### src/rtl/srd_pkg.sv
// types and constants shared by the sprite run-length decoder
package srd_pkg;

	localparam int unsigned LenW = 20;

	typedef enum logic [3:0] {
		PH_HEADER  = 4'b0001,
		PH_FILL    = 4'b0010,
		PH_LENGTH  = 4'b0100,
		PH_LITERAL = 4'b1000
	} phase_t;

	typedef enum logic [1:0] {
		KIND_LIT   = 2'd0,
		KIND_FILL  = 2'd1,
		KIND_TRANS = 2'd2
	} kind_t;

	localparam logic [1:0] ST_OK    = 2'd0;
	localparam logic [1:0] ST_SKIP  = 2'd1;
	localparam logic [1:0] ST_TRUNC = 2'd2;

	typedef struct packed {
		logic [7:0]      pixel_value;
		logic [LenW-1:0] run_length;
		logic [1:0]      status;
		logic            image_done;
	} run_t;

endpackage

### src/rtl/srd_if.sv
// channel interfaces for compressed bytes and decoded runs
interface srd_code_if;
	logic       valid;
	logic       ready;
	logic [7:0] code_byte;
	logic       final_byte;

	modport source (output valid, output code_byte, output final_byte, input ready);
	modport sink (input valid, input code_byte, input final_byte, output ready);
endinterface

interface srd_run_if;
	logic                      valid;
	logic                      ready;
	logic [7:0]                pixel_value;
	logic [srd_pkg::LenW-1:0]  run_length;
	logic [1:0]                status;
	logic                      image_done;

	modport source (output valid, output pixel_value, output run_length, output status,
		output image_done, input ready);
	modport sink (input valid, input pixel_value, input run_length, input status,
		input image_done, output ready);
endinterface

### src/rtl/srd_parser.sv
// token parser: state registers and next-state logic for one byte per step
module srd_parser (
	input  logic              clk,
	input  logic              arst_n,
	input  logic              step,
	input  logic [7:0]        code_byte,
	input  logic              final_byte,
	input  logic [7:0]        transparent_index,
	output logic              emit,
	output srd_pkg::run_t     res
);

	srd_pkg::phase_t           phase_q, phase_d;
	srd_pkg::kind_t            kind_q, kind_d;
	logic [1:0]                left_q, left_d;
	logic [srd_pkg::LenW-1:0]  acc_q, acc_d;
	logic [7:0]                fill_q, fill_d;
	logic [srd_pkg::LenW-1:0]  lit_q, lit_d;
	logic [3:0]                hi;
	logic                      len_done;
	logic                      known;

	assign hi = code_byte[7:4];

	always_comb begin
		phase_d  = phase_q;
		kind_d   = kind_q;
		left_d   = left_q;
		acc_d    = acc_q;
		fill_d   = fill_q;
		lit_d    = lit_q;
		emit     = 1'b0;
		len_done = 1'b0;
		known    = 1'b1;
		res      = '0;

		unique case (phase_q)
			srd_pkg::PH_HEADER: begin
				case (hi) inside
					4'h0, 4'h1, 4'h2: kind_d = srd_pkg::KIND_LIT;
					4'h8, 4'h9, 4'hA: kind_d = srd_pkg::KIND_FILL;
					4'hC, 4'hD, 4'hE: kind_d = srd_pkg::KIND_TRANS;
					default:          known  = 1'b0;
				endcase
				if (!known) begin
					res.status = srd_pkg::ST_SKIP;
					emit       = 1'b1;
				end else begin
					acc_d  = {{(srd_pkg::LenW-4){1'b0}}, code_byte[3:0]};
					left_d = hi[1:0];
					if (kind_d == srd_pkg::KIND_FILL) begin
						phase_d = srd_pkg::PH_FILL;
					end else if (hi[1:0] != 2'd0) begin
						phase_d = srd_pkg::PH_LENGTH;
					end else begin
						len_done = 1'b1;
					end
				end
			end
			srd_pkg::PH_FILL: begin
				fill_d = code_byte;
				if (left_q != 2'd0) begin
					phase_d = srd_pkg::PH_LENGTH;
				end else begin
					len_done = 1'b1;
				end
			end
			srd_pkg::PH_LENGTH: begin
				acc_d  = {acc_q[srd_pkg::LenW-9:0], code_byte};
				left_d = (left_q != 2'd0) ? left_q - 2'd1 : 2'd0;
				if (left_d == 2'd0) begin
					len_done = 1'b1;
				end
			end
			srd_pkg::PH_LITERAL: begin
				res.pixel_value = code_byte;
				res.run_length  = {{(srd_pkg::LenW-1){1'b0}}, 1'b1};
				emit            = 1'b1;
				lit_d = (lit_q != '0) ? lit_q - {{(srd_pkg::LenW-1){1'b0}}, 1'b1} : '0;
				if (lit_d == '0) begin
					phase_d = srd_pkg::PH_HEADER;
				end
			end
			default: phase_d = srd_pkg::PH_HEADER;
		endcase

		// length complete: zero drops, literal opens its bytes, others emit
		if (len_done) begin
			phase_d = srd_pkg::PH_HEADER;
			if (acc_d != '0) begin
				if (kind_d == srd_pkg::KIND_LIT) begin
					lit_d   = acc_d;
					phase_d = srd_pkg::PH_LITERAL;
				end else begin
					res.pixel_value = (kind_d == srd_pkg::KIND_FILL) ? fill_d : transparent_index;
					res.run_length  = acc_d;
					emit            = 1'b1;
				end
			end
		end

		if (final_byte) begin
			if (phase_d != srd_pkg::PH_HEADER) begin
				res.status = srd_pkg::ST_TRUNC;
			end
			res.image_done = 1'b1;
			emit    = 1'b1;
			phase_d = srd_pkg::PH_HEADER;
			kind_d  = srd_pkg::KIND_LIT;
			left_d  = '0;
			acc_d   = '0;
			fill_d  = '0;
			lit_d   = '0;
		end
	end

	always_ff @(posedge clk or negedge arst_n) begin
		if (!arst_n) begin
			phase_q <= srd_pkg::PH_HEADER;
			kind_q  <= srd_pkg::KIND_LIT;
			left_q  <= '0;
			acc_q   <= '0;
			fill_q  <= '0;
			lit_q   <= '0;
		end else if (step) begin
			phase_q <= phase_d;
			kind_q  <= kind_d;
			left_q  <= left_d;
			acc_q   <= acc_d;
			fill_q  <= fill_d;
			lit_q   <= lit_d;
		end
	end

endmodule

### src/rtl/sprite_rle_decoder.sv
// Sprite run-length decoder top level. One compressed byte is taken per cycle
// on the code channel; each byte advances the token parser once and yields at
// most one run (pixel value, length, status, done) on the runs channel, via
// the input and result registers. Sustained rate is one byte per clock, set by
// the single-pass parser step between those registers; input stalls only while
// the result register holds a run not yet taken. The transparent index is written
// through cfg_wr_en / cfg_wr_data; the user must do so only while idle (not enforced).
module sprite_rle_decoder (
	input  logic           clk,
	input  logic           arst_n,
	srd_code_if.sink       code,
	srd_run_if.source      runs,
	input  logic           cfg_wr_en,
	input  logic [7:0]     cfg_wr_data
);

	logic           valid_s1;
	logic [7:0]     byte_s1;
	logic           fin_s1;
	logic           res_valid_q;
	srd_pkg::run_t  res_q;
	logic [7:0]     trans_idx_q;
	logic           step;
	logic           emit;
	srd_pkg::run_t  res;

	assign step       = valid_s1 && (!res_valid_q || runs.ready);
	assign code.ready = !valid_s1 || step;

	always_ff @(posedge clk or negedge arst_n) begin
		if (!arst_n) begin
			valid_s1 <= 1'b0;
		end else if (code.ready) begin
			valid_s1 <= code.valid;
		end
	end

	always_ff @(posedge clk) begin
		if (code.ready && code.valid) begin
			byte_s1 <= code.code_byte;
			fin_s1  <= code.final_byte;
		end
	end

	always_ff @(posedge clk or negedge arst_n) begin
		if (!arst_n) begin
			trans_idx_q <= '0;
		end else if (cfg_wr_en) begin
			trans_idx_q <= cfg_wr_data;
		end
	end

	srd_parser u_parser (
		.clk               (clk),
		.arst_n            (arst_n),
		.step              (step),
		.code_byte         (byte_s1),
		.final_byte        (fin_s1),
		.transparent_index (trans_idx_q),
		.emit              (emit),
		.res               (res)
	);

	always_ff @(posedge clk or negedge arst_n) begin
		if (!arst_n) begin
			res_valid_q <= 1'b0;
		end else if (step && emit) begin
			res_valid_q <= 1'b1;
		end else if (runs.ready) begin
			res_valid_q <= 1'b0;
		end
	end

	always_ff @(posedge clk) begin
		if (step && emit) begin
			res_q <= res;
		end
	end

	assign runs.valid       = res_valid_q;
	assign runs.pixel_value = res_q.pixel_value;
	assign runs.run_length  = res_q.run_length;
	assign runs.status      = res_q.status;
	assign runs.image_done  = res_q.image_done;

endmodule
### src/flat_wrapper.sv
// flat-port wrapper written by rule: the top's interface ports become plain ports
module sprite_rle_decoder_flat 
  (clk, arst_n, cfg_wr_en, cfg_wr_data, code_valid, code_code_byte, code_final_byte, code_ready, runs_valid, runs_pixel_value, runs_run_length, runs_status, runs_image_done, runs_ready);
  srd_code_if code_i ();
  srd_run_if runs_i ();
  input  logic clk;
  input  logic arst_n;
  input  logic cfg_wr_en;
  input  logic [7:0] cfg_wr_data;
  input wire logic [$bits(code_i.valid)-1:0] code_valid;
  input wire logic [$bits(code_i.code_byte)-1:0] code_code_byte;
  input wire logic [$bits(code_i.final_byte)-1:0] code_final_byte;
  output wire logic [$bits(code_i.ready)-1:0] code_ready;
  output wire logic [$bits(runs_i.valid)-1:0] runs_valid;
  output wire logic [$bits(runs_i.pixel_value)-1:0] runs_pixel_value;
  output wire logic [$bits(runs_i.run_length)-1:0] runs_run_length;
  output wire logic [$bits(runs_i.status)-1:0] runs_status;
  output wire logic [$bits(runs_i.image_done)-1:0] runs_image_done;
  input wire logic [$bits(runs_i.ready)-1:0] runs_ready;
  assign code_i.valid = code_valid;
  assign code_i.code_byte = code_code_byte;
  assign code_i.final_byte = code_final_byte;
  assign code_ready = code_i.ready;
  assign runs_valid = runs_i.valid;
  assign runs_pixel_value = runs_i.pixel_value;
  assign runs_run_length = runs_i.run_length;
  assign runs_status = runs_i.status;
  assign runs_image_done = runs_i.image_done;
  assign runs_i.ready = runs_ready;
  sprite_rle_decoder u_core (.clk(clk), .arst_n(arst_n), .code(code_i), .runs(runs_i), .cfg_wr_en(cfg_wr_en), .cfg_wr_data(cfg_wr_data));
endmodule
### config.mk
export PLATFORM = sky130hd
export DESIGN_NAME = sprite_rle_decoder_flat
export DESIGN_NICKNAME = d
export VERILOG_FILES = /design/src/rtl/srd_pkg.sv /design/src/rtl/srd_if.sv /design/src/rtl/srd_parser.sv /design/src/rtl/sprite_rle_decoder.sv /design/src/flat_wrapper.sv
export SDC_FILE = /design/constraint.sdc
export NUM_CORES = 1
export LEC_CHECK = 0
export ABC_AREA = 1
export BUFFER_PORTS_ARGS = -buffer_cell sky130_fd_sc_hd__buf_4
export CAP_MARGIN = 15
export CORE_MARGIN = 4
export CORE_UTILIZATION = 35
export CTS_CLUSTER_SIZE = 10
export DETAILED_ROUTE_END_ITERATION = 10
export GPL_ROUTABILITY_DRIVEN = 0
export PLACE_DENSITY = 0.51
export SLEW_MARGIN = 20
export SYNTH_ARGS = -nofsm -noshare
export SYNTH_HDL_FRONTEND = slang
export SYNTH_SLANG_ARGS = --single-unit
### constraint.sdc
create_clock -name clk -period 2.6 [get_ports clk]
set_input_delay 0.26 -clock clk [delete_from_list [all_inputs] [get_ports clk]]
set_output_delay 0.26 -clock clk [all_outputs]
set_load 0.05 [all_outputs]
=== Word level (Yosys, flattened, before mapping) ===
Index checks and enable logic that the tools add are counted.

* Div/mod/pow operators: 0
* Bitwise logic cells: 0
* Magnitude comparators: 0
* Multipliers: 0
* Add/subtract/negate cells: 2
* Shift operators: 0
* Mux-type cells: 58
* Reductions and logical operators: 21
* Equal/unequal tests: 16

{| class="wikitable"
|+ Operators with widths
! operator !! count
|-
| 2-to-1 mux 20 bit || 8
|-
| 2-to-1 mux 28 bit || 4
|-
| one-hot mux 20 bit (2 select lines) || 1
|-
| nonzero test 20 bit || 2
|-
| 2-to-1 mux 4 bit || 9
|-
| == test 4 bit (second input constant) || 7
|-
| 2-to-1 mux 8 bit || 3
|-
| 2-to-1 mux 2 bit || 11
|-
| logical NOT 20 bit || 1
|-
| subtractor 20 x 1 -> 20 bit (second input constant) || 1
|-
| 2-to-1 mux 1 bit || 17
|-
| one-hot mux 4 bit (4 select lines) || 1
|-
| OR reduction 3 bit || 3
|-
| == test 4 x 1 -> 1 bit (second input constant) || 2
|-
| == test 4 x 2 -> 1 bit (second input constant) || 2
|-
| nonzero test 2 bit || 3
|-
| == test 2 x 1 -> 1 bit (second input constant) || 2
|-
| == test 4 x 3 -> 1 bit (second input constant) || 1
|-
| logical NOT 2 bit || 2
|-
| logical NOT 4 bit || 1
|-
| != test 4 x 1 -> 1 bit (second input constant) || 1
|-
| one-hot mux 2 bit (2 select lines) || 1
|-
| logical AND 1 bit || 3
|-
| 2-to-1 mux 3 bit || 1
|-
| 8 further kinds || 10
|}

* ROM bits: 0
* Memories kept: 0
* Input port bits: 22
* Bits in latches: 0
* Word-level logic and storage cells: 112
* RAM bits: 0
* Flip-flop bits (word level): 106
* Output and inout bits: 33

=== Depth between registers and ports, before layout ===
* Word-level depth: 14
* Mapped depth: 18
* Mapped depth without buffers: 17

=== Hierarchy ===
A second synthesis with hierarchy kept.

* Cells, all modules: 757
* Area, all modules: 5,758.0 um2

{| class="wikitable"
|+ Modules (own cells, without submodules)
! module !! area each (um2) !! cells each !! sequential area each (um2) !! times used
|-
| srd_parser || 4,144.0 || 669 || 1,402.6 || 1
|-
| sprite_rle_decoder || 1,614.0 || 88 || 1,451.4 || 1
|}

=== Worst setup path before layout ===
No wires, ideal clock.

* Kind: reg2reg
* From: register u_core.u_parser.phase_q[0]
* To: register u_core.res_q, in the netlist u_core.runs.image_done (enable)
* Arrival time: 2.374 ns
* Slack: -0.160 ns
* Required time: 2.214 ns
* Path buffers: 2
* Library setup time: 0.386 ns
* Cell stages (with the launch flop): 15
* Period minus slack after synthesis: 2.760 ns
* Path through: dfstp_2 > nand2_1 > nor2_1 > buf_2 > nand3_1 > nand3_1 > nor2_1 > nand2_1 > nor2_1 > nand3_1 > nand3_1 > buf_4 > nand3_1 > nand2_1 > inv_1

* Word-level cells in the longest chain between the ends: 8
* Elaborated cells between the ends (all ways): 15
* Those cells by class: 4 x eq/ne; 8 x mux; 3 x reduce/logical

{| class="wikitable"
|+ RTL lines
! item !! RTL line !! text
|-
| from (decl) || srd_parser.sv:13 || <nowiki>srd_pkg::phase_t phase_q, phase_d;</nowiki>
|-
| from (signal assigned) || srd_parser.sv:119 || <nowiki>phase_q <= srd_pkg::PH_HEADER;</nowiki>
|-
| from (signal assigned) || srd_parser.sv:126 || <nowiki>phase_q <= phase_d;</nowiki>
|-
| branches (longest 5 deep; another with one-hot mux 20 bit (2 select lines)) || n/a ||
|-
| 2-to-1 mux 1 bit (*) || srd_parser.sv:88 || <nowiki>if (len_done) begin</nowiki>
|-
| 2-to-1 mux 1 bit (*) || srd_parser.sv:102 || <nowiki>if (final_byte) begin</nowiki>
|-
| logical AND 1 bit (*) || sprite_rle_decoder.sv:75 || <nowiki>if (step && emit) begin</nowiki>
|-
| to (signal assigned) || sprite_rle_decoder.sv:76 || <nowiki>res_q <= res;</nowiki>
|-
| to (decl) || sprite_rle_decoder.sv:21 || <nowiki>srd_pkg::run_t res_q;</nowiki>
|}

Mark *: on every way between the ends.
A chain may end at the register's enable or synchronous reset.

=== Worst setup path in the final report ===
* From: register u_core.u_parser.phase_q[0]
* To: register u_core.res_q, in the netlist u_core.runs.run_length[0] (enable)

Same word-level chain as after synthesis.

==> reports/summary.txt <==
DR vias/cell: 5.03
Later-pin clock latency in the skew report: 0.36 ns
Initial antenna violation count: 0
Req. time, crit path: 2.71 ns
Synth Area per Inst: 7.53 µm²
# port buffers: 54
Clk root buf: clkbuf_16
Worst-path clk slew: 0.07 ns
Number of synthesized flops with an enable pin: 40
Vias: 5516
Ant. Diodes: 0
Initial DRC count: 558
Top cells by area, synth: dfrtp_1 (27%), edfxtp_1 (20%), nand2_1 (16%)
Initial Util: 35.8%
Share of cells above drive strength 1: 19.7%
Critical path startpoint: u_core.u_parser.phase_q[0]
CP max FO: 28
Slew @ Worst Pin: 0.973 ns
Critical Path Sink Type: register
Synth cell types: 32
Kind of critical path: reg -> reg
Status: finished clean
Lkg Pwr: 3.48 nW
Count leader, synth: nand2_1
Worst vdd rail ir drop: 0.544 mV
Max Cap Viol: 0
Min Hold Slack: 0.0219 ns
Non-filler cells, final: 1096
Ys flop type: dfrtp_1
Comb power frac: 56.2%
Psw: 4.00 mW
Fin nets: 894
Layout area overhead: 22.8%
Final setup fails: 0
Clock sinks: 106
Register area share after synthesis: 48.1%
First-pass GRT wire length: 28.0 mm
Fmax: 403 MHz
Highest metal used: met4
Pwr per Cell Area: 1150 nW/µm²
Post-synth ARST share: 62.3%
Clk network pwr share: 17.0%
Met2 Wirelength: 8.10 mm
Horiz. Die Dim: 138 µm
Cell area after synthesis: 5930 µm²
Inst Count DP: 1073
Core Region: 16600 µm²
Top cells by count, synth: nand2_1 (249), nor2_1 (83), nand3_1 (81)
Minimum clock period: 2.48 ns
Synthesized instance count: 788
Total GRT Usage: 18.1%
Number of synthesized register bits: 106
Metal3 WL: 741 µm
Reg2Reg Launch Point: u_core.u_parser.phase_q[0]
Number of I/O pins: 55
Final Cycle Share: 95.4%
Switching share of power: 48.0%
CTS tree: built
Critical path arrival: 2.59 ns
Largest net degree at the start of global routing: 67
Routed Antenna Nets: 0
Rel. slew slack: 35.1%
R2r setup slk: 0.12 ns
Pre-antenna DRT Iters: 6
Number of global-route vias before repair: 5332
Clock Skew: 0.00702 ns
Syn. warnings: 0
Biggest area consumer among synthesized cells: dfrtp_1
Detail Placement HPWL: 12.4 mm
Gr ovfl total: 0
Terminus of the critical flop-to-flop path: u_core.runs.run_length[0]
CTS Buffer Depth: 2
Hold bufs inserted after CTS: 0
Fin. max-slew vios: 0
Metal-1 WL: 7.82 mm
Critical Path Start Type: register
P_int: 4.34 mW
Die height: 138 µm
Hold WC Path Type: in -> async
Seq pwr share: 26.8%
Die area: 19100 µm²
Pwr Total: 8.34 mW
CTS Buf Count: 9
Row count: 47
Drt drc: 0
Syn_nets: 811
Final Hold Vio Count: 0
Wirelength, routed: 17.0 mm
H-tree depth: 3
Register-to-Register Path Depth: 14
Routed len/inst: 15.5 µm
RSZ-0062 raised after global routing: true
Synth top area share: 27.4%
worst max-delay path by stage:
stage	to	slack [ns]	depth (start not counted)
after floorplan	u_core.runs.image_done	0.01	14
final	u_core.runs.run_length[0]	0.12	14
after CTS	u_core.runs.run_length[17]	0.05	15
after global routing	u_core.runs.run_length[12]	-0.04	15
after global placement	u_core.runs.run_length[0]	0.15	15
after detailed placement	u_core.runs.run_length[0]	0.08	15
layout by cell type, fill, tap and decap left out, types with 5 or more instances in the layout:
cell,n
buf_4,106
clkbuf_16,9
dfrtp_1,65
edfxtp_1,40
inv_1,73
mux2_2,8
nand2_1,244
nand2_2,7
nand3_1,78
nand3_2,6
nand4_1,23
nor2_1,78
nor2_2,5
o21ai_0,71
o22ai_1,17
cells by family (layout without fill, tap and decap cells):
kind of cell	Yosys count	after routing	share of synthesized area, %
buffers and inverters	116	204	8.14
AND/OR/NAND/NOR	451	451	32.2
AO/OA/AOI/OAI	103	103	9.41
XOR/XNOR	3	3	0.443
adder cells (fa/ha/maj)	1	1	0.211
multiplexers	8	8	1.52
flip-flops	106	106	48.1
metal layers:
layer / track usage, % / vias to the layer above
li1: - / 2757
met1: 24.5 / 2593
met2: 29.2 / 138
met3: 3.35 / 28
met4: 6.50 / 0
met5: 0 / -
power by group through the flow:
stage / combinational [mW] / clock (mW) / sequential, mW
3_5_place_dp: 4.52 / 0 / 2.27
6_report: 4.69 / 1.42 / 2.24
4_1_cts: 4.54 / 1.46 / 2.24
3_3_place_gp: 4.49 / 0 / 2.27
2_1_floorplan: 2.77 / 0 / 2.62
5_1_grt: 5.26 / 1.53 / 2.27
final cells by class:
cell class,count,area [µm²]
clock buffers,9,225
clock inverters,7,76.3
fillers,1687,9300
inverters,78,299
multi-input cells,566,2680
flip-flops and latches,106,2850
well taps,220,275
repair buffers,110,867
flip-flops by register name, indices dropped and copies added (netlist names), 2 cells and up:
signal / cells
u_core.runs.pixel_value: 8
u_core.byte_s1: 8
u_core.u_parser.lit_q: 20
u_core.u_parser.kind_q: 2
u_core.trans_idx_q: 8
u_core.u_parser.phase_q: 4
u_core.u_parser.acc_q: 20
u_core.u_parser.left_q: 2
u_core.u_parser.fill_q: 8
u_core.runs.status: 2
u_core.runs.run_length: 20
per-stage QoR:
step / worst slack (ns) / area (µm²) / setup TNS, ns / utilization (%)
global route: -0.0401 / 7280 / -0.909 / 43.9
floorplan: 0.0135 / 5970 / 0 / -
global placement: 0.152 / 6860 / 0 / 41.4
CTS: 0.0486 / 7160 / 0 / 43.2
finish: 0.120 / 7280 / 0 / 43.9
detailed placement: 0.0843 / 6860 / 0 / 41.4
timing repair:
item	in CTS	in global routing
gates resized for setup	0	20
buffers inserted	0	7
endpoints found under the setup margin	0	75
critical path, cell delays in order (launching register included):
cell and delay [ns]:
dfstp_2 0.57, nor2_1 0.06, nand2_2 0.16, buf_12 0.17, buf_4 0.11, nor2_1 0.04
a21oi_2 0.13, nand2_1 0.07, nor2_1 0.17, nand3_2 0.14, nand3_4 0.11, nand3_2 0.07
nand2_2 0.09, clkinvlp_4 0.13, buf_12 0.19
No activity file was read; power rests on OpenSTA's default activity.
